===== src/design/prt_pkg.sv =====
// Shared types and codes for the pending request tracker.
package prt_pkg;

	// Fixed field widths of the command and result ports
	localparam int ACTION_W     = 2;
	localparam int SEQ_W        = 8;
	localparam int HANDLE_IN_W  = 16;
	localparam int STATUS_W     = 2;
	localparam int HANDLE_OUT_W = 16;
	localparam int COUNT_OUT_W  = 5;

	// Command codes
	localparam logic [ACTION_W-1:0] ACT_INSERT = 2'd0;
	localparam logic [ACTION_W-1:0] ACT_REMOVE = 2'd1;
	localparam logic [ACTION_W-1:0] ACT_FIND   = 2'd2;
	localparam logic [ACTION_W-1:0] ACT_FLUSH  = 2'd3;

	// Result status codes
	localparam logic [STATUS_W-1:0] STAT_OK        = 2'd0;
	localparam logic [STATUS_W-1:0] STAT_NOT_FOUND = 2'd1;
	localparam logic [STATUS_W-1:0] STAT_FULL      = 2'd2;

	// Per-cell control: load from the command, or take the right neighbor's entry
	typedef struct packed {
		logic load;
		logic shift;
	} cell_ctl_t;

	// Sequencer states, one-hot
	typedef enum logic [2:0] {
		ST_IDLE  = 3'b001,
		ST_EXEC  = 3'b010,
		ST_FLUSH = 3'b100
	} state_t;

endpackage


===== src/design/prt_cell.sv =====
// One table cell: holds one entry, compares its sequence number, shifts left on demand.
module prt_cell #(
	parameter int HANDLE_BITS = 16
) (
	input  logic                       clk,
	input  prt_pkg::cell_ctl_t         ctl,
	input  logic [prt_pkg::SEQ_W-1:0]  cmp_seq,
	input  logic [prt_pkg::SEQ_W-1:0]  load_seq,
	input  logic [HANDLE_BITS-1:0]     load_handle,
	input  logic [prt_pkg::SEQ_W-1:0]  next_seq,
	input  logic [HANDLE_BITS-1:0]     next_handle,
	output logic [prt_pkg::SEQ_W-1:0]  seq,
	output logic [HANDLE_BITS-1:0]     handle,
	output logic                       hit
);
	import prt_pkg::*;

	logic [SEQ_W-1:0]       seq_q;
	logic [HANDLE_BITS-1:0] handle_q;

	// Entry storage: a shift from the neighbor wins over a load (never both)
	always_ff @(posedge clk) begin
		if (ctl.shift) begin
			seq_q    <= next_seq;
			handle_q <= next_handle;
		end else if (ctl.load) begin
			seq_q    <= load_seq;
			handle_q <= load_handle;
		end
	end

	assign seq    = seq_q;
	assign handle = handle_q;
	assign hit    = (seq_q == cmp_seq);

endmodule


===== src/design/pending_request_tracker_unit.sv =====
// Top level of the pending request tracker: command capture, sequencer and cell row.
//
// Usage: drive action, seq_number and request_handle with start high; the
// command is transferred at a clock edge where start is high and busy is low.
// Insert appends at the tail (status full when all TABLE_DEPTH cells hold
// entries), find reports the oldest matching handle, remove deletes the oldest
// match and closes the gap, flush sends every stored handle oldest first.
// Each result is shown for one cycle with result_valid high; there is no
// back-pressure, the receiver must take it.
// Timing: insert, remove, find and an empty flush each give one result;
// busy stays high until that result is registered, so no new command is
// taken before it. A flush of N entries gives one result per cycle and
// keeps busy high until its last result is registered. This follows from
// the row of cells: all cells compare against the captured sequence
// number at once and the row shifts one position per cycle.
// Reset (arst_n low) empties the table and drops busy and result_valid;
// stored entries need no clearing, only cells below the fill count are read.
module pending_request_tracker_unit #(
	parameter int TABLE_DEPTH = 16,
	parameter int HANDLE_BITS = 16
) (
	input  logic                              clk,
	input  logic                              arst_n,
	input  logic                              start,
	output logic                              busy,
	input  logic [prt_pkg::ACTION_W-1:0]      action,
	input  logic [prt_pkg::SEQ_W-1:0]         seq_number,
	input  logic [prt_pkg::HANDLE_IN_W-1:0]   request_handle,
	output logic                              result_valid,
	output logic [prt_pkg::STATUS_W-1:0]      status,
	output logic [prt_pkg::HANDLE_OUT_W-1:0]  handle_out,
	output logic                              is_flush_reply,
	output logic                              last,
	output logic [prt_pkg::COUNT_OUT_W-1:0]   entry_count
);
	import prt_pkg::*;

	localparam int CNT_W = $clog2(TABLE_DEPTH + 1);

	state_t state_q;
	logic [CNT_W-1:0] fill_q, fill_d;

	// Captured command
	logic [ACTION_W-1:0]    cmd_action_q;
	logic [SEQ_W-1:0]       cmd_seq_q;
	logic [HANDLE_BITS-1:0] cmd_handle_q;
	logic [HANDLE_BITS-1:0] in_handle;

	// Result registers
	logic                    res_valid_q;
	logic [STATUS_W-1:0]     res_status_q;
	logic [HANDLE_OUT_W-1:0] res_handle_q;
	logic                    res_flush_q;
	logic                    res_last_q;
	logic [COUNT_OUT_W-1:0]  res_count_q;

	// Cell row
	cell_ctl_t              cell_ctl    [TABLE_DEPTH];
	logic [SEQ_W-1:0]       cell_seq    [TABLE_DEPTH];
	logic [HANDLE_BITS-1:0] cell_handle [TABLE_DEPTH];
	logic [TABLE_DEPTH-1:0] cell_hit;
	logic [TABLE_DEPTH-1:0] in_use;
	logic [TABLE_DEPTH-1:0] hit_v, first_hit, from_first;
	logic                   any_hit, full;
	logic [HANDLE_BITS-1:0] sel_handle;
	logic [HANDLE_OUT_W-1:0] sel_handle_out, head_handle_out;
	logic [COUNT_OUT_W-1:0]  fill_d_out;

	logic accept, do_exec, do_flush;

	assign accept   = start && (state_q == ST_IDLE);
	assign do_exec  = (state_q == ST_EXEC);
	assign do_flush = (state_q == ST_FLUSH);
	assign busy     = (state_q != ST_IDLE);

	// Width adaption of handles and count
	generate
		if (HANDLE_BITS <= HANDLE_IN_W) begin : g_hin_narrow
			assign in_handle = request_handle[HANDLE_BITS-1:0];
		end else begin : g_hin_wide
			assign in_handle = {{(HANDLE_BITS-HANDLE_IN_W){1'b0}}, request_handle};
		end
		if (HANDLE_BITS >= HANDLE_OUT_W) begin : g_hout_narrow
			assign sel_handle_out  = sel_handle[HANDLE_OUT_W-1:0];
			assign head_handle_out = cell_handle[0][HANDLE_OUT_W-1:0];
		end else begin : g_hout_wide
			assign sel_handle_out  = {{(HANDLE_OUT_W-HANDLE_BITS){1'b0}}, sel_handle};
			assign head_handle_out = {{(HANDLE_OUT_W-HANDLE_BITS){1'b0}}, cell_handle[0]};
		end
		if (CNT_W >= COUNT_OUT_W) begin : g_cnt_narrow
			assign fill_d_out = fill_d[COUNT_OUT_W-1:0];
		end else begin : g_cnt_wide
			assign fill_d_out = {{(COUNT_OUT_W-CNT_W){1'b0}}, fill_d};
		end
	endgenerate

	// Match search: oldest in-use hit as a one-hot, and every cell from it onward
	always_comb begin
		for (int i = 0; i < TABLE_DEPTH; i++) begin
			in_use[i] = (CNT_W'(i) < fill_q);
		end
		hit_v      = cell_hit & in_use;
		first_hit  = hit_v & (~hit_v + TABLE_DEPTH'(1));
		from_first = ~(first_hit - TABLE_DEPTH'(1));
		any_hit    = |hit_v;
		full       = (fill_q == CNT_W'(TABLE_DEPTH));
		sel_handle = '0;
		for (int i = 0; i < TABLE_DEPTH; i++) begin
			sel_handle = sel_handle | (cell_handle[i] & {HANDLE_BITS{first_hit[i]}});
		end
	end

	// Cell controls: insert loads the tail cell, remove and flush shift left
	always_comb begin
		for (int i = 0; i < TABLE_DEPTH; i++) begin
			cell_ctl[i].load  = do_exec && (cmd_action_q == ACT_INSERT) && !full
				&& (fill_q == CNT_W'(i));
			cell_ctl[i].shift = do_flush
				|| (do_exec && (cmd_action_q == ACT_REMOVE) && from_first[i]);
		end
	end

	// Next fill count
	always_comb begin
		fill_d = fill_q;
		if (do_exec) begin
			unique case (cmd_action_q)
				ACT_INSERT: if (!full) fill_d = fill_q + CNT_W'(1);
				ACT_REMOVE: if (any_hit) fill_d = fill_q - CNT_W'(1);
				ACT_FIND:   fill_d = fill_q;
				ACT_FLUSH:  fill_d = fill_q;
				default:    fill_d = fill_q;
			endcase
		end else if (do_flush) begin
			fill_d = fill_q - CNT_W'(1);
		end
	end

	// Sequencer and fill count
	always_ff @(posedge clk or negedge arst_n) begin
		if (!arst_n) begin
			state_q <= ST_IDLE;
			fill_q  <= '0;
		end else begin
			fill_q <= fill_d;
			unique case (state_q)
				ST_IDLE: if (accept) state_q <= ST_EXEC;
				ST_EXEC: begin
					if ((cmd_action_q == ACT_FLUSH) && (fill_q != '0)) begin
						state_q <= ST_FLUSH;
					end else begin
						state_q <= ST_IDLE;
					end
				end
				ST_FLUSH: if (fill_q == CNT_W'(1)) state_q <= ST_IDLE;
				default: state_q <= ST_IDLE;
			endcase
		end
	end

	// Command capture on transfer
	always_ff @(posedge clk) begin
		if (accept) begin
			cmd_action_q <= action;
			cmd_seq_q    <= seq_number;
			cmd_handle_q <= in_handle;
		end
	end

	// Result strobe
	always_ff @(posedge clk or negedge arst_n) begin
		if (!arst_n) begin
			res_valid_q <= 1'b0;
		end else begin
			res_valid_q <= do_flush
				|| (do_exec && !((cmd_action_q == ACT_FLUSH) && (fill_q != '0)));
		end
	end

	// Result payload
	always_ff @(posedge clk) begin
		if (do_flush) begin
			res_status_q <= STAT_OK;
			res_handle_q <= head_handle_out;
			res_flush_q  <= 1'b1;
			res_last_q   <= (fill_q == CNT_W'(1));
			res_count_q  <= '0;
		end else if (do_exec) begin
			res_flush_q <= 1'b0;
			res_last_q  <= 1'b1;
			res_count_q <= fill_d_out;
			unique case (cmd_action_q)
				ACT_INSERT: begin
					res_status_q <= full ? STAT_FULL : STAT_OK;
					res_handle_q <= '0;
				end
				ACT_REMOVE, ACT_FIND: begin
					res_status_q <= any_hit ? STAT_OK : STAT_NOT_FOUND;
					res_handle_q <= any_hit ? sel_handle_out : '0;
				end
				ACT_FLUSH: begin
					res_status_q <= STAT_OK;
					res_handle_q <= '0;
				end
				default: begin
					res_status_q <= STAT_OK;
					res_handle_q <= '0;
				end
			endcase
		end
	end

	assign result_valid   = res_valid_q;
	assign status         = res_status_q;
	assign handle_out     = res_handle_q;
	assign is_flush_reply = res_flush_q;
	assign last           = res_last_q;
	assign entry_count    = res_count_q;

	// Row of cells, each fed by its right neighbor; the tail cell feeds itself
	generate
		for (genvar i = 0; i < TABLE_DEPTH; i++) begin : g_cell
			localparam int NXT = (i == TABLE_DEPTH - 1) ? i : i + 1;
			prt_cell #(
				.HANDLE_BITS(HANDLE_BITS)
			) u_cell (
				.clk        (clk),
				.ctl        (cell_ctl[i]),
				.cmp_seq    (cmd_seq_q),
				.load_seq   (cmd_seq_q),
				.load_handle(cmd_handle_q),
				.next_seq   (cell_seq[NXT]),
				.next_handle(cell_handle[NXT]),
				.seq        (cell_seq[i]),
				.handle     (cell_handle[i]),
				.hit        (cell_hit[i])
			);
		end
	endgenerate

endmodule


===== config.mk =====
export PLATFORM = sky130hd
export DESIGN_NAME = pending_request_tracker_unit
export DESIGN_NICKNAME = d
export VERILOG_FILES = /design/src/design/prt_pkg.sv /design/src/design/prt_cell.sv /design/src/design/pending_request_tracker_unit.sv
export SDC_FILE = /design/constraint.sdc
export NUM_CORES = 1
export LEC_CHECK = 0
export ABC_AREA = 1
export BUFFER_PORTS_ARGS = -buffer_cell sky130_fd_sc_hd__buf_4
export CORE_AREA = 2 2 192 194
export CTS_CLUSTER_DIAMETER = 150
export DETAILED_ROUTE_END_ITERATION = 12
export DIE_AREA = 0 0 194 196
export PLACE_DENSITY_LB_ADDON = 0.1
export RECOVER_POWER = 100
export SKIP_LAST_GASP = 1
export SYNTH_ARGS = -nofsm -noshare
export SYNTH_HDL_FRONTEND = slang
export SYNTH_SLANG_ARGS = --single-unit

===== constraint.sdc =====
create_clock -name clk -period 13.5 [get_ports clk]
set_input_delay 1.35 -clock clk [delete_from_list [all_inputs] [get_ports clk]]
set_output_delay 1.35 -clock clk [all_outputs]
set_load 0.005 [all_outputs]

# Yosys cells after proc, flatten, opt, wreduce, memory -nomap -nowiden
# Index checks and enable logic that the tools add are counted.
[totals]
ff_bits = 444
latchBits = 0
mem_bits_rw = 0
mem_bits_ro = 0
input_bits = 29
elab_cells = 300
mem_count = 0
[op_classes]
add_sub_neg = 4
mul = 0
div_mod_pow = 0
n_lt_le_gt_ge = 16
n_eq_ne = 41
shift = 0
n_mux = 78
n_bitwise = 36
reduce_logical = 82
[op_table]
columns = ["op", "count"]
rows = [
  ["16-bit two-way mux", 33],
  ["16-bit bitwise AND", 18],
  ["8-bit two-way mux", 30],
  ["16-bit OR", 15],
  ["8-bit == test", 16],
  ["5-bit by 4-bit == test with 1-bit output, second input constant", 8],
  ["4-bit by 5-bit < comparator with 1-bit output, first input constant", 8],
  ["1-bit logical AND", 38],
  ["16-bit NOT", 2],
  ["16-bit case mux with 2 select lines", 1],
  ["2-bit nonzero test", 16],
  ["5-bit by 3-bit == test with 1-bit output, second input constant", 4],
  ["3-bit by 5-bit < comparator with 1-bit output, first input constant", 4],
  ["5-bit two-way mux", 4],
  ["1-bit logical OR", 17],
  ["16-bit by 1-bit adder with 16-bit output, second input constant", 1],
  ["16-bit OR reduction", 1],
  ["16-bit by 1-bit subtractor with 16-bit output, second input constant", 1],
  ["5-bit case mux with 3 select lines", 1],
  ["5-bit by 2-bit == test with 1-bit output, second input constant", 2],
  ["1-bit by 5-bit < comparator with 1-bit output, first input constant", 2],
  ["2-bit by 5-bit < comparator with 1-bit output, first input constant", 2],
  ["3-bit two-way mux", 3],
  ["3-bit case mux with 3 select lines", 1],
  ["other kinds (22)", 29],
]

# Depth between registers and ports, before layout
# Gate-level depths: netlist of the first run.
[logic_depth]
ltp_word = 25
mapped_depth = 21

# By module
# A second synthesis of the first run with hierarchy kept.
[hier_totals]
cells_unflattened = 3280
area_unflattened_um2 = 25889.8
[modules_own_cells]
columns = ["module", "n_inst", "cells_per_inst", "area_each_um2"]
rows = [
  ["prt_cell", 16, 147, 1247.4],
  ["pending_request_tracker_unit", 1, 928, 5930.7],
]

# Worst setup path after synthesis of the first run
# Ideal clock, no wire load.
[synth_timing]
path_kind = "flip-flop to flip-flop"
start = "register fill_q[0]"
end = "register g_cell[9].u_cell.handle_q[0], enable pin"
setup_ps = 490
arrival_time_ps = 4374
required_time_ps = 13010
setup_slack_ps = 8635
stages_incl_launch_ff = 10
n_path_buf = 2
period_less_slack_ps = 4865
cell_sequence = "dfrtp_1 clkbuf_2 inv_2 buf_2 ha_1 inv_1 nor3_1 nor2_1 inv_1 o311ai_0"
[synth_via]
elab_chain_cells = 10
word_cells_on_any_way = 24
cone_classes = "add/sub: 2; order compare: 10; eq/ne: 2; bitwise: 4; reduce/logical: 6"
[synth_rtl]
columns = ["element", "line", "rtl"]
rows = [
  ["start: declaration", "pending_request_tracker_unit.sv:41", "logic [CNT_W-1:0] fill_q, fill_d;"],
  ["start signal: assignment", "pending_request_tracker_unit.sv:145", "fill_q <= fill_d;"],
  ["1-bit by 5-bit < comparator with 1-bit output (tied with other cells)", "pending_request_tracker_unit.sv:100", "in_use[i] = (CNT_W'(i) < fill_q);"],
  ["16-bit bitwise AND", "pending_request_tracker_unit.sv:102", "hit_v = cell_hit & in_use;"],
  ["16-bit NOT", "pending_request_tracker_unit.sv:103", "first_hit = hit_v & (~hit_v + TABLE_DEPTH'(1));"],
  ["16-bit by 1-bit adder with 16-bit output", "pending_request_tracker_unit.sv:103", ""],
  ["16-bit bitwise AND", "pending_request_tracker_unit.sv:103", ""],
  ["16-bit by 1-bit subtractor with 16-bit output", "pending_request_tracker_unit.sv:104", "from_first = ~(first_hit - TABLE_DEPTH'(1));"],
  ["16-bit NOT", "pending_request_tracker_unit.sv:104", ""],
  ["1-bit logical AND", "pending_request_tracker_unit.sv:119", "|| (do_exec && (cmd_action_q == ACT_REMOVE) && from_first[i]);"],
  ["1-bit logical OR", "pending_request_tracker_unit.sv:119", ""],
  ["2-bit nonzero test (no line) *", "--", ""],
  ["end signal: assignment", "prt_cell.sv:25", "handle_q <= next_handle;"],
  ["end signal: assignment", "prt_cell.sv:28", "handle_q <= load_handle;"],
  ["end: declaration", "prt_cell.sv:19", "logic [HANDLE_BITS-1:0] handle_q;"],
]
# Every way passes the cells marked *; elsewhere a longest branch is shown, timed or not.
# A chain may end at the register's enable or synchronous reset.

# Final worst setup path of the first run
[layout_timing]
start = "register cmd_seq_q[7]"
end = "register g_cell[12].u_cell.seq_q[6] (data pin)"
[layout_via]
elab_chain_cells = 10
word_cells_on_any_way = 22
cone_classes = "add/sub: 2; eq/ne: 13; mux: 1; bitwise: 4; reduce/logical: 2"
[layout_rtl]
columns = ["element", "line", "rtl"]
rows = [
  ["start: declaration", "pending_request_tracker_unit.sv:45", "logic [SEQ_W-1:0] cmd_seq_q;"],
  ["start signal: assignment", "pending_request_tracker_unit.sv:165", "cmd_seq_q <= seq_number;"],
  ["8-bit == test", "prt_cell.sv:34", "assign hit = (seq_q == cmp_seq);"],
  ["16-bit bitwise AND *", "pending_request_tracker_unit.sv:102", ""],
  ["16-bit NOT", "pending_request_tracker_unit.sv:103", ""],
  ["16-bit by 1-bit adder with 16-bit output", "pending_request_tracker_unit.sv:103", ""],
  ["16-bit bitwise AND *", "pending_request_tracker_unit.sv:103", ""],
  ["16-bit by 1-bit subtractor with 16-bit output *", "pending_request_tracker_unit.sv:104", ""],
  ["16-bit NOT *", "pending_request_tracker_unit.sv:104", ""],
  ["1-bit logical AND *", "pending_request_tracker_unit.sv:119", ""],
  ["1-bit logical OR *", "pending_request_tracker_unit.sv:119", ""],
  ["8-bit two-way mux *", "prt_cell.sv:23", "if (ctl.shift) begin"],
  ["end signal: assignment", "prt_cell.sv:24", "seq_q <= next_seq;"],
  ["end signal: assignment", "prt_cell.sv:27", "seq_q <= load_seq;"],
  ["end: declaration", "prt_cell.sv:18", "logic [SEQ_W-1:0] seq_q;"],
]
# Marks and branches as above.

==> impl_metrics.toml, run 1 <==
[sta]
final-hold-violation-count = 0
fin_skew_ns = 0.0327
relSlewSlack_pct = -111
drv_slew = 858
fin_crit_ns = 8.83
post-route-period-util_pct = 65.4
final.setup.tns_ns = 0
finalSetupViolCount = 0
fmax_ghz = 0.113
max_slew.worst_pin.slew_ns = 3.16
rsz0062_at_grt = "no"

[final_layout]
synthToLayoutAreaGrowth_pct = 7.64
seq_area_mm2 = 0.0132
multi_input_area_mm2 = 0.00884
final_core_utilization_pct = 70.8
drive_above_1_share_pct = 6.00
nets = 2723
fin_area_mm2 = 0.0255
diodes = 0
fillers = 2771

[worst_setup_path]
path_common_cell = "nand2_1"
cp-start-kind = "flip-flop"
cpLargestDelayFamily = "simple AND/OR/NAND/NOR gates"
path_buf_inv = 3
critPathMaxStageDelay_ns = 1.49
worst_setup_path_end_kind = "flip-flop"
crit_fanout = 40
required_ns = 13.83
crit_chain = "clkbuf_1 > inv_1 > nand2_1 > nand2_1 > nand2_1 > nor2_1 > nand3_1 > nand2_1 > nor2_1 > nand2_1 > nor2_1 > nand2_2 > a21oi_1 > inv_2 > o21ai_0"
slowest_stage = "nor2_1"
arrival_ns = 9.16
path_class = "reg -> reg"

[route]
ant_nets = 0
drcViolationCount = 0
drt_pass1_iterations = 6
drt-total-wl_um = 74900
wl_per_cell_um = 23.5
drt-vias-per-instance = 6.34
via_count = 20200
drt_iter0_drc = 3496

[yosys]
yosys_warnings = 0
synth-async-reset-ratio_pct = 2.03
synth_nets = 2738
synth_top_area_share_pct = 54.0
netlist_instances = 2699
synth_seq_cells = 444
synth_cell_type_count = 50
ys_top_cells_by_area = "edfxtp_1, nand2_1, o21ai_0, nand3_1, nor2_1"
yosys-top-cells-count = "nand2_1, edfxtp_1, o21ai_0, nand3_1, nor2_1"
synth_largest_area_cell = "edfxtp_1"
yosys_most_used_dff = "edfxtp_1"
synth.yosys.seq_area_share_pct = 55.7
syn-cell-area_mm2 = 0.0237
synth_most_common_cell = "nand2_1"
synth-edff-count = 427
syn_avg_cell_area_um2 = 8.79

[clock_network]
root_buffer = "clkbuf_16"
clock_latency_ns = 0.62
numCtsBuffers = 47
cts.path.max_buffers = 3
cts_resized = 0
holdBufCountCts = 0
htreeDepth = 2
cts_tree = "done"
cts_setup_buffers = 0
cts_sinks = 444
cts.reportedPaths.clkPinSlew_ns = 0.06

[placement]
placed_area_mm2 = 0.0243
io_buffers = 55
gp_congestion = 0.963
dp_hpwl_um = 51100

[hold_path]
worstHoldPathType = "reg -> reg"

[power_and_ir_drop]
p_per_area_mw_per_mm2 = 136
power.internal_mw = 2.51
p_sw_share_pct = 27.8
power_mw = 3.48
vdd_ir_drop_max_v = 0.000210
p_comb_share_pct = 14.1
clkPwrFrac_pct = 39.2
switching_power_mw = 0.967
p_leak_nw = 9.84
seq_power_share_pct = 46.6

[global_route]
grt_max_degree = 49
grt_pass1_wl_um = 113000
grt_pass1_vias = 18600
antenna_found_initial = 0
track_usage_pct = 39.5
gr-total-overflow = 0

[status]
status = "finished, violations left"
violations = "capacitance limit, slew limit"

[die]
dieArea_mm2 = 0.0380
pin_count = 56
die_w_um = 194
initial_core_util_pct = 65.7
core_mm2 = 0.0361
row_count = 70
dieHeight_um = 196

[run]
max_cap_viol_count = 30
-- power by group through the flow --
stage	clock (mW)	sequential, mW	combinational (mW)
6_report	1.36	1.62	0.491
5_1_grt	1.41	1.63	0.531
4_1_cts	1.36	1.62	0.487
3_5_place_dp	0	1.65	0.485
3_3_place_gp	0	1.65	0.472
2_1_floorplan	0	1.63	0.337
-- cell type report --
class	instances	area share, %
Sequential cell	444	51.7
Clock inverter	30	1.50
Clock buffer	52	4.68
Tap cell	468	2.29
Timing Repair Buffer	93	2.23
Inverter	201	2.95
Multi-Input combinational cell	1897	34.6
-- cells by family after synthesis --
| logic type | Yosys count | share of synthesized area, % |
|---|---|---|
| buffers and inverters | 358 | 6.67 |
| and+or+nand+nor | 1397 | 25.1 |
| AOI/OAI and AO/OA | 415 | 9.27 |
| xor gates and xnor gates | 75 | 2.77 |
| adders and majority gates | 10 | 0.527 |
| DFF | 444 | 55.7 |
-- registers in the layout, indices dropped and copies added, names as in the netlist --
register and cells:
handle_out 16, cmd_seq_q 8, g_cell.u_cell.handle 256, g_cell.u_cell.seq 128
is_flush_reply 1, fill_q 5, state_q 3, cmd_handle_q 16
entry_count 5, result_valid 1, cmd_action_q 2, status 2
last 1
-- layer usage --
metal  global-route usage (%)  vias up  wire, um
li1                         -     9022         -
met1                     58.7     9441     29300
met2                     56.2     1558     31000
met3                     12.2      186     12400
met4                     11.4        0      2200
met5                        0        -         0
-- cell usage in the layout, fill, tap and decap left out, types with 8 or more instances in the layout --
| cell | netlist | routed |
|---|---|---|
| nand2_1 | 838 | 843 |
| edfxtp_1 | 427 | 427 |
| o21ai_0 | 324 | 361 |
| nand3_1 | 240 | 241 |
| nor2_1 | 208 | 212 |
| inv_1 | 180 | 188 |
| xnor2_1 | 62 | 62 |
| clkbuf_4 | 0 | 50 |
| nand4_1 | 48 | 48 |
| clkbuf_16 | 0 | 47 |
| clkbuf_1 | 79 | 39 |
| a21oi_1 | 17 | 21 |
| xor2_1 | 13 | 13 |
| clkinv_1 | 5 | 13 |
| ha_1 | 10 | 10 |
| nand3b_1 | 9 | 9 |
| o21a_1 | 9 | 9 |
| clkinv_2 | 0 | 9 |
| buf_4 | 13 | 9 |
| bufinv_16 | 0 | 8 |
| dfxtp_1 | 8 | 8 |
| dfrtp_1 | 8 | 8 |
-- path summary, 6_finish.rpt --
| check | slack, ns | end | cells after the start | from |
|---|---|---|---|---|
| max | 4.67 | g_cell[12].u_cell.seq[6]$_DFFE_PP_ | 15 | cmd_seq_q[7]$_DFFE_PP_ |
| min | 0.45 | entry_count[1]$_SDFFE_PP0P_ | 2 | entry_count[1]$_SDFFE_PP0P_ |
| max reg2reg | 4.67 | g_cell[12].u_cell.seq[6]$_DFFE_PP_ | 15 | cmd_seq_q[7]$_DFFE_PP_ |
| min reg2reg | 0.45 | entry_count[1]$_SDFFE_PP0P_ | 2 | entry_count[1]$_SDFFE_PP0P_ |
| max in group asynchronous | 12.38 | fill_q[1]$_DFF_PN0_ | 1 | arst_n |
| min in group asynchronous | 0.73 | fill_q[4]$_DFF_PN0_ | 1 | arst_n |
-- metrics by stage --
step	setup WS, ns	hold WS (ns)	cells
after floorplan	8.64	0.421	2699
after global placement	8.99	0.432	3103
after detailed placement	8.99	0.441	3103
after CTS	8.94	0.453	3185
after global routing	4.43	0.487	3185
final	4.67	0.453	3185
-- worst register-to-register path: stages, from the launching register on --
cell and delay [ns]:
edfxtp_1 0.32, clkbuf_1 1.21, inv_1 0.96, nand2_1 0.25, nand2_1 0.08, nand2_1 0.07, nor2_1 0.05, nand3_1 0.51
nand2_1 0.24, nor2_1 0.96, nand2_1 0.50, nor2_1 1.49, nand2_2 0.08, a21oi_1 0.81, inv_2 0.54, o21ai_0 0.53
Power figures use the tool's default switching activity.
==> inputs of run 2 (changes only) <==
- CORE_AREA: 2 2 192 194 -> 2 2 208 210
- DIE_AREA: 0 0 194 196 -> 0 0 210 212
- clock period: 13.5 -> 7.8 ns (I/O delays scaled with it)
==> run 2 against run 1 <==
  * The run still ends with capacitance limit, slew limit left
  * Highest routed layer unchanged
  * Cell count is 2.9% higher
  * Non-clock buffer count is 2 higher
  * Wire length is 2.0% higher
  * Flip-flop and latch count stayed put
  * Setup slack worse by 3.1 ns
  * Sequential power is 74% higher
  * Total power is 70% higher
  * Register-to-register slack worse by 3.1 ns
  * Global-route usage is 5.0 points lower
  * Clock skew is 0.0038 ns higher
  * First-iteration DRC count is 28% lower
  * Worst hold slack worse by 0.11 ns
==> impl_metrics.toml, run 2 (synthesis results as in run 1) <==
[route]
via_count = 19500
drcViolationCount = 0
drt_iter0_drc = 2508
drt-total-wl_um = 76400
ant_nets = 0
drt_pass1_iterations = 6
wl_per_cell_um = 23.3
drt-vias-per-instance = 5.96

[placement]
io_buffers = 55
gp_congestion = 0.941
dp_hpwl_um = 53300
dp_slack_ns = 3.02
placed_area_mm2 = 0.0244

[power_and_ir_drop]
power.internal_mw = 4.20
p_per_area_mw_per_mm2 = 230
switching_power_mw = 1.71
p_leak_nw = 9.87
seq_power_share_pct = 47.7
vdd_ir_drop_max_v = 0.000186
p_sw_share_pct = 28.9
p_comb_share_pct = 14.3
power_mw = 5.91
clkPwrFrac_pct = 38.0

[sta]
setup_slack_ns = 1.59
final.setup.tns_ns = 0
fmax_ghz = 0.161
relSlewSlack_pct = -194
max_slew.worst_pin.slew_ns = 4.36
drv_slew = 614
finalSetupViolCount = 0
fin_skew_ns = 0.0365
post-route-period-util_pct = 79.6
fin_crit_ns = 6.21
final-hold-violation-count = 0
rsz0062_at_grt = "no"

[worst_setup_path]
ff2ff_path_depth = 16
path_class = "reg -> reg"
path_common_cell = "nand2_1"
required_ns = 8.02
critPathMaxStageDelay_ns = 1.42
arrival_ns = 6.43
crit_fanout = 35
worst_setup_path_end_kind = "flip-flop"
crit_chain = "clkbuf_1 > inv_2 > nand2_1 > nand2_1 > nand2_1 > nor2_1 > nand3_2 > nand2_4 > nor2_4 > inv_1 > nor2_1 > buf_4 > a21oi_2 > clkinv_1 > nand2_2 > nand3_1"
cp-start-kind = "flip-flop"
slowest_stage = "clkbuf_1"

[clock_network]
cts.reportedPaths.clkPinSlew_ns = 0.06
clock_latency_ns = 0.63
cts_resized = 0
root_buffer = "clkbuf_16"
cts_setup_buffers = 0
htreeDepth = 2
numCtsBuffers = 50
cts_sinks = 444
cts.path.max_buffers = 3
cts_tree = "done"

[final_layout]
synthToLayoutAreaGrowth_pct = 8.35
final_cell_mix = "nand2_1, edfxtp_1, o21ai_0"
drive_above_1_share_pct = 6.48
largest_register_ffs = 256
diodes = 0
final_common_cell = "nand2_1"
fin_area_mm2 = 0.0257
nets = 2728

[run]
max_cap_viol_count = 21

[die]
initial_core_util_pct = 55.8
pin_count = 56
dieHeight_um = 212
core_mm2 = 0.0425
row_count = 76
dieArea_mm2 = 0.0445
die_w_um = 210

[global_route]
antenna_found_initial = 0
track_usage_pct = 34.5
grt_pass1_wl_um = 113000
gr-total-overflow = 0
grt_pass1_vias = 17300
grt_max_degree = 49

[hold_path]
worst_hold_path.num_cells = 1
worstHoldPathType = "in -> reg"

[status]
status = "finished, violations left"
violations = "capacitance limit, slew limit"
run 2: cell count changes in the layout (fill, tap and decap cells not counted), moves of 4 or more:
cell	before	now
a21oi_1	21	17
buf_4	9	16
bufinv_16	8	0
clkbuf_1	39	43
clkbuf_16	47	51
clkinv_1	13	18
run 2: layer usage:
metal	part of all wire, %	track usage [%]
met4	2.2	7.58
met2	40	47.3
met5	0	0
met1	44	53.6
met3	14	10.2
run 2: final timing paths:
check	slack [ns]	endpoint	from
setup / recovery	1.59	g_cell[13].u_cell.handle[15]$_DFFE_PP_	cmd_seq_q[4]$_DFFE_PP_
hold / removal	0.35	cmd_handle_q[9]$_DFFE_PP_	request_handle[9]
setup reg to reg	1.59	g_cell[13].u_cell.handle[15]$_DFFE_PP_	cmd_seq_q[4]$_DFFE_PP_
hold reg to reg	0.45	is_flush_reply$_SDFFE_PP1P_	is_flush_reply$_SDFFE_PP1P_
max in group asynchronous	6.72	state_q[2]$_DFFE_PN0P_	arst_n
min in group asynchronous	0.69	fill_q[1]$_DFF_PN0_	arst_n
run 2: power groups by stage:
stage | registers, mW | logic (mW) | clock network [mW]
floorplan | 2.82 | 0.583 | 0
global placement | 2.87 | 0.836 | 0
detailed placement | 2.86 | 0.846 | 0
CTS | 2.82 | 0.851 | 2.26
global route | 2.82 | 0.927 | 2.35
finish | 2.82 | 0.846 | 2.25
run 2: timing repair:
action | 4_1_cts | 5_1_grt
setup endpoints to repair | 0 | 0
hold buffers | 1 | 0
hold endpoints to repair | 8 | 0
run 2: per-stage QoR:
stage / hold WS (ns) / util, % / instances
4_1_cts: 0.303 / 61.0 / 3276
3_5_place_dp: 0.442 / 57.4 / 3182
5_1_grt: 0.328 / 60.5 / 3276
3_3_place_gp: 0.435 / 57.4 / 3182
2_1_floorplan: 0.421 / - / 2699
6_report: 0.348 / 60.5 / 3276
run 2: layout make-up:
class | instances | area [um^2]
fillers | 3711 | 16800
flip-flops and latches | 444 | 13200
multi-input cells | 1897 | 8920
clock buffers | 66 | 1350
inverters | 201 | 754
well taps | 546 | 683
repair buffers | 95 | 603
clock inverters | 27 | 186
run 2: critical path: cells and delay by family (launching register included):
family / cells / cell delay [ns]
DFF: 1 / 0.32
AOI/OAI and AO/OA: 1 / 0.12
and+or+nand+nor: 10 / 2.46
buffers and inverters: 5 / 2.88
==> inputs of run 3 (changes only) <==
- CORE_AREA: 2 2 208 210 -> 2 2 198 200
- DIE_AREA: 0 0 210 212 -> 0 0 200 202
- clock period: 7.8 -> 6.3 ns (I/O delays scaled with it)
==> run 3 against run 2 <==
  * The flow still finishes with violations (capacitance limit, slew limit)
  * Sequential share of layout area about the same
  * Fmax is 15% higher
  * Die area is 9.3% lower
  * Critical path depth shrank 10
  * Non-clock buffer count is 5 higher
  * Utilization increased by 6.7 points
  * Worst hold slack got worse by 0.13 ns
  * Clock power rose by 28%
  * Clock-buffer cell count shrank 11
  * Flip-flop and latch count unchanged
==> impl_metrics.toml, run 3 (synthesis results as in run 1) <==
[status]
status = "finished, violations left"
violations = "capacitance limit, slew limit"

[route]
drt-total-wl_um = 75000
drcViolationCount = 0
wl_per_cell_um = 23.1
ant_nets = 0
via_count = 19700
drt-vias-per-instance = 6.08
drt_iter0_drc = 2717
drt_pass1_iterations = 7

[sta]
post-route-period-util_pct = 85.8
fin_skew_ns = 0.0179
timing.hold.ws_ns = 0.220
setup_slack_ns = 0.893
relSlewSlack_pct = -108
max_slew.worst_pin.slew_ns = 3.10
finalSetupViolCount = 0
drv_slew = 349
final-hold-violation-count = 0
rsz0062_at_grt = "no"
fin_crit_ns = 5.41
fmax_ghz = 0.185
final.setup.tns_ns = 0

[placement]
placed_area_mm2 = 0.0244
dp_hpwl_um = 52000
dp.cells = 3159
io_buffers = 55
dp_slack_ns = 1.65
gp_congestion = 0.982

[hold_path]
min-delay-start = "request_handle[9]"
worstHoldPathType = "in -> reg"

[clock_network]
cts_sinks = 444
cts.path.max_buffers = 3
root_buffer = "clkbuf_16"
cts_tree = "done"
clock_latency_ns = 0.61
htreeDepth = 2
numCtsBuffers = 47
cts.reportedPaths.clkPinSlew_ns = 0.06

[die]
initial_core_util_pct = 62.0
dieHeight_um = 202
die_w_um = 200
pin_count = 56
row_count = 72
core_mm2 = 0.0383
dieArea_mm2 = 0.0404

[power_and_ir_drop]
p_leak_nw = 9.93
p_per_area_mw_per_mm2 = 288
power_mw = 7.41
vdd_ir_drop_max_v = 0.000263

[worst_setup_path]
path_common_cell = "clkbuf_1"
required_ns = 6.49
rr_startpoint = "state_q[0]$_DFFE_PN1P_"
critPathMaxStageDelay_ns = 1.34
slowest_stage = "nor3_1"
cp-start-kind = "flip-flop"
arrival_ns = 5.60
path_class = "reg -> reg"
worst_setup_path_end_kind = "flip-flop"
crit_chain = "nor3_1 > clkbuf_1 > clkinv_1 > clkbuf_2 > o211ai_1 > clkbuf_1"
startpoint = "state_q[0]$_DFFE_PN1P_"
crit_fanout = 41

[final_layout]
nets = 2730
drive_above_1_share_pct = 6.60
diodes = 0
final_core_utilization_pct = 67.1
final_cell_mix = "nand2_1, edfxtp_1, o21ai_0"
fillers = 3156
fin_cells = 3246
fin_area_mm2 = 0.0257
final_common_cell = "nand2_1"
largest_register_ffs = 256
synthToLayoutAreaGrowth_pct = 8.33

[global_route]
grt_pass1_vias = 18600
gr-total-overflow = 0
grt_pass1_wl_um = 113000
grt_max_degree = 49
antenna_found_initial = 1
track_usage_pct = 37.7

[run]
max_cap_viol_count = 14
## run 3: cell types whose count changed in the layout (fill, tap and decap cells not counted), moves of 3 or more
cell	before	now
clkbuf_16	51	48
clkbuf_2	0	6
nand2_1	840	843
bufinv_16	0	7
o21ai_1	6	12
a21oi_1	17	20
clkbuf_1	43	33
inv_2	9	12
a21oi_2	4	1
o21ai_0	358	351
## run 3: path summary, 6_finish.rpt
check,slack [ns],cells past startpoint,endpoint
min in group asynchronous,0.54,2,fill_q[2]$_DFF_PN0_
hold reg to reg,0.45,2,is_flush_reply$_SDFFE_PP1P_
max in group asynchronous,5.37,2,fill_q[3]$_DFF_PN0_
hold / removal,0.22,1,cmd_handle_q[9]$_DFFE_PP_
setup / recovery,0.89,6,g_cell[8].u_cell.seq[2]$_DFFE_PP_
setup reg to reg,0.89,6,g_cell[8].u_cell.seq[2]$_DFFE_PP_
## run 3: routing by layer
metal  share of wire (%)  wire length (um)  up-vias  GRT usage, %
met3                  16             11700      162          12.3
met5                   0                 0        -             0
li1                    -                 -     9054             -
met2                  41             30500     1405          52.1
met4                 2.9              2150        0          11.7
met1                  41             30600     9120          56.4
## run 3: layout make-up
type | count | area [um^2] | share of cell area [%]
clock inverter | 31 | 334 | 1.30
tap | 518 | 648 | 2.52
inverter | 201 | 754 | 2.94
clock buffer | 55 | 1230 | 4.78
multi-input combinational | 1897 | 8890 | 34.6
timing repair buffer | 100 | 641 | 2.49
sequential | 444 | 13200 | 51.4
## run 3: power breakdown
part / total [mW] / switching, mW / internal [mW]
Combinational: 1.03 / 0.729 / 0.303
Sequential: 3.49 / 0.116 / 3.38
Clock: 2.88 / 1.21 / 1.68
## run 3: critical path, delay by kind of cell (launching register included)
kind / cells / cell delay (ns)
flops: 1 / 0.39
buf+inv: 4 / 2.85
simple gates: 1 / 1.34
compound gates: 1 / 0.37
## run 3: timing repair
action / in CTS / in global routing
hold endpoints to repair: 8 / 0
endpoints found under the setup margin: 0 / 0
setup buffers: 0 / 0
resized for setup: 0 / 0
hold buffers: 1 / 0
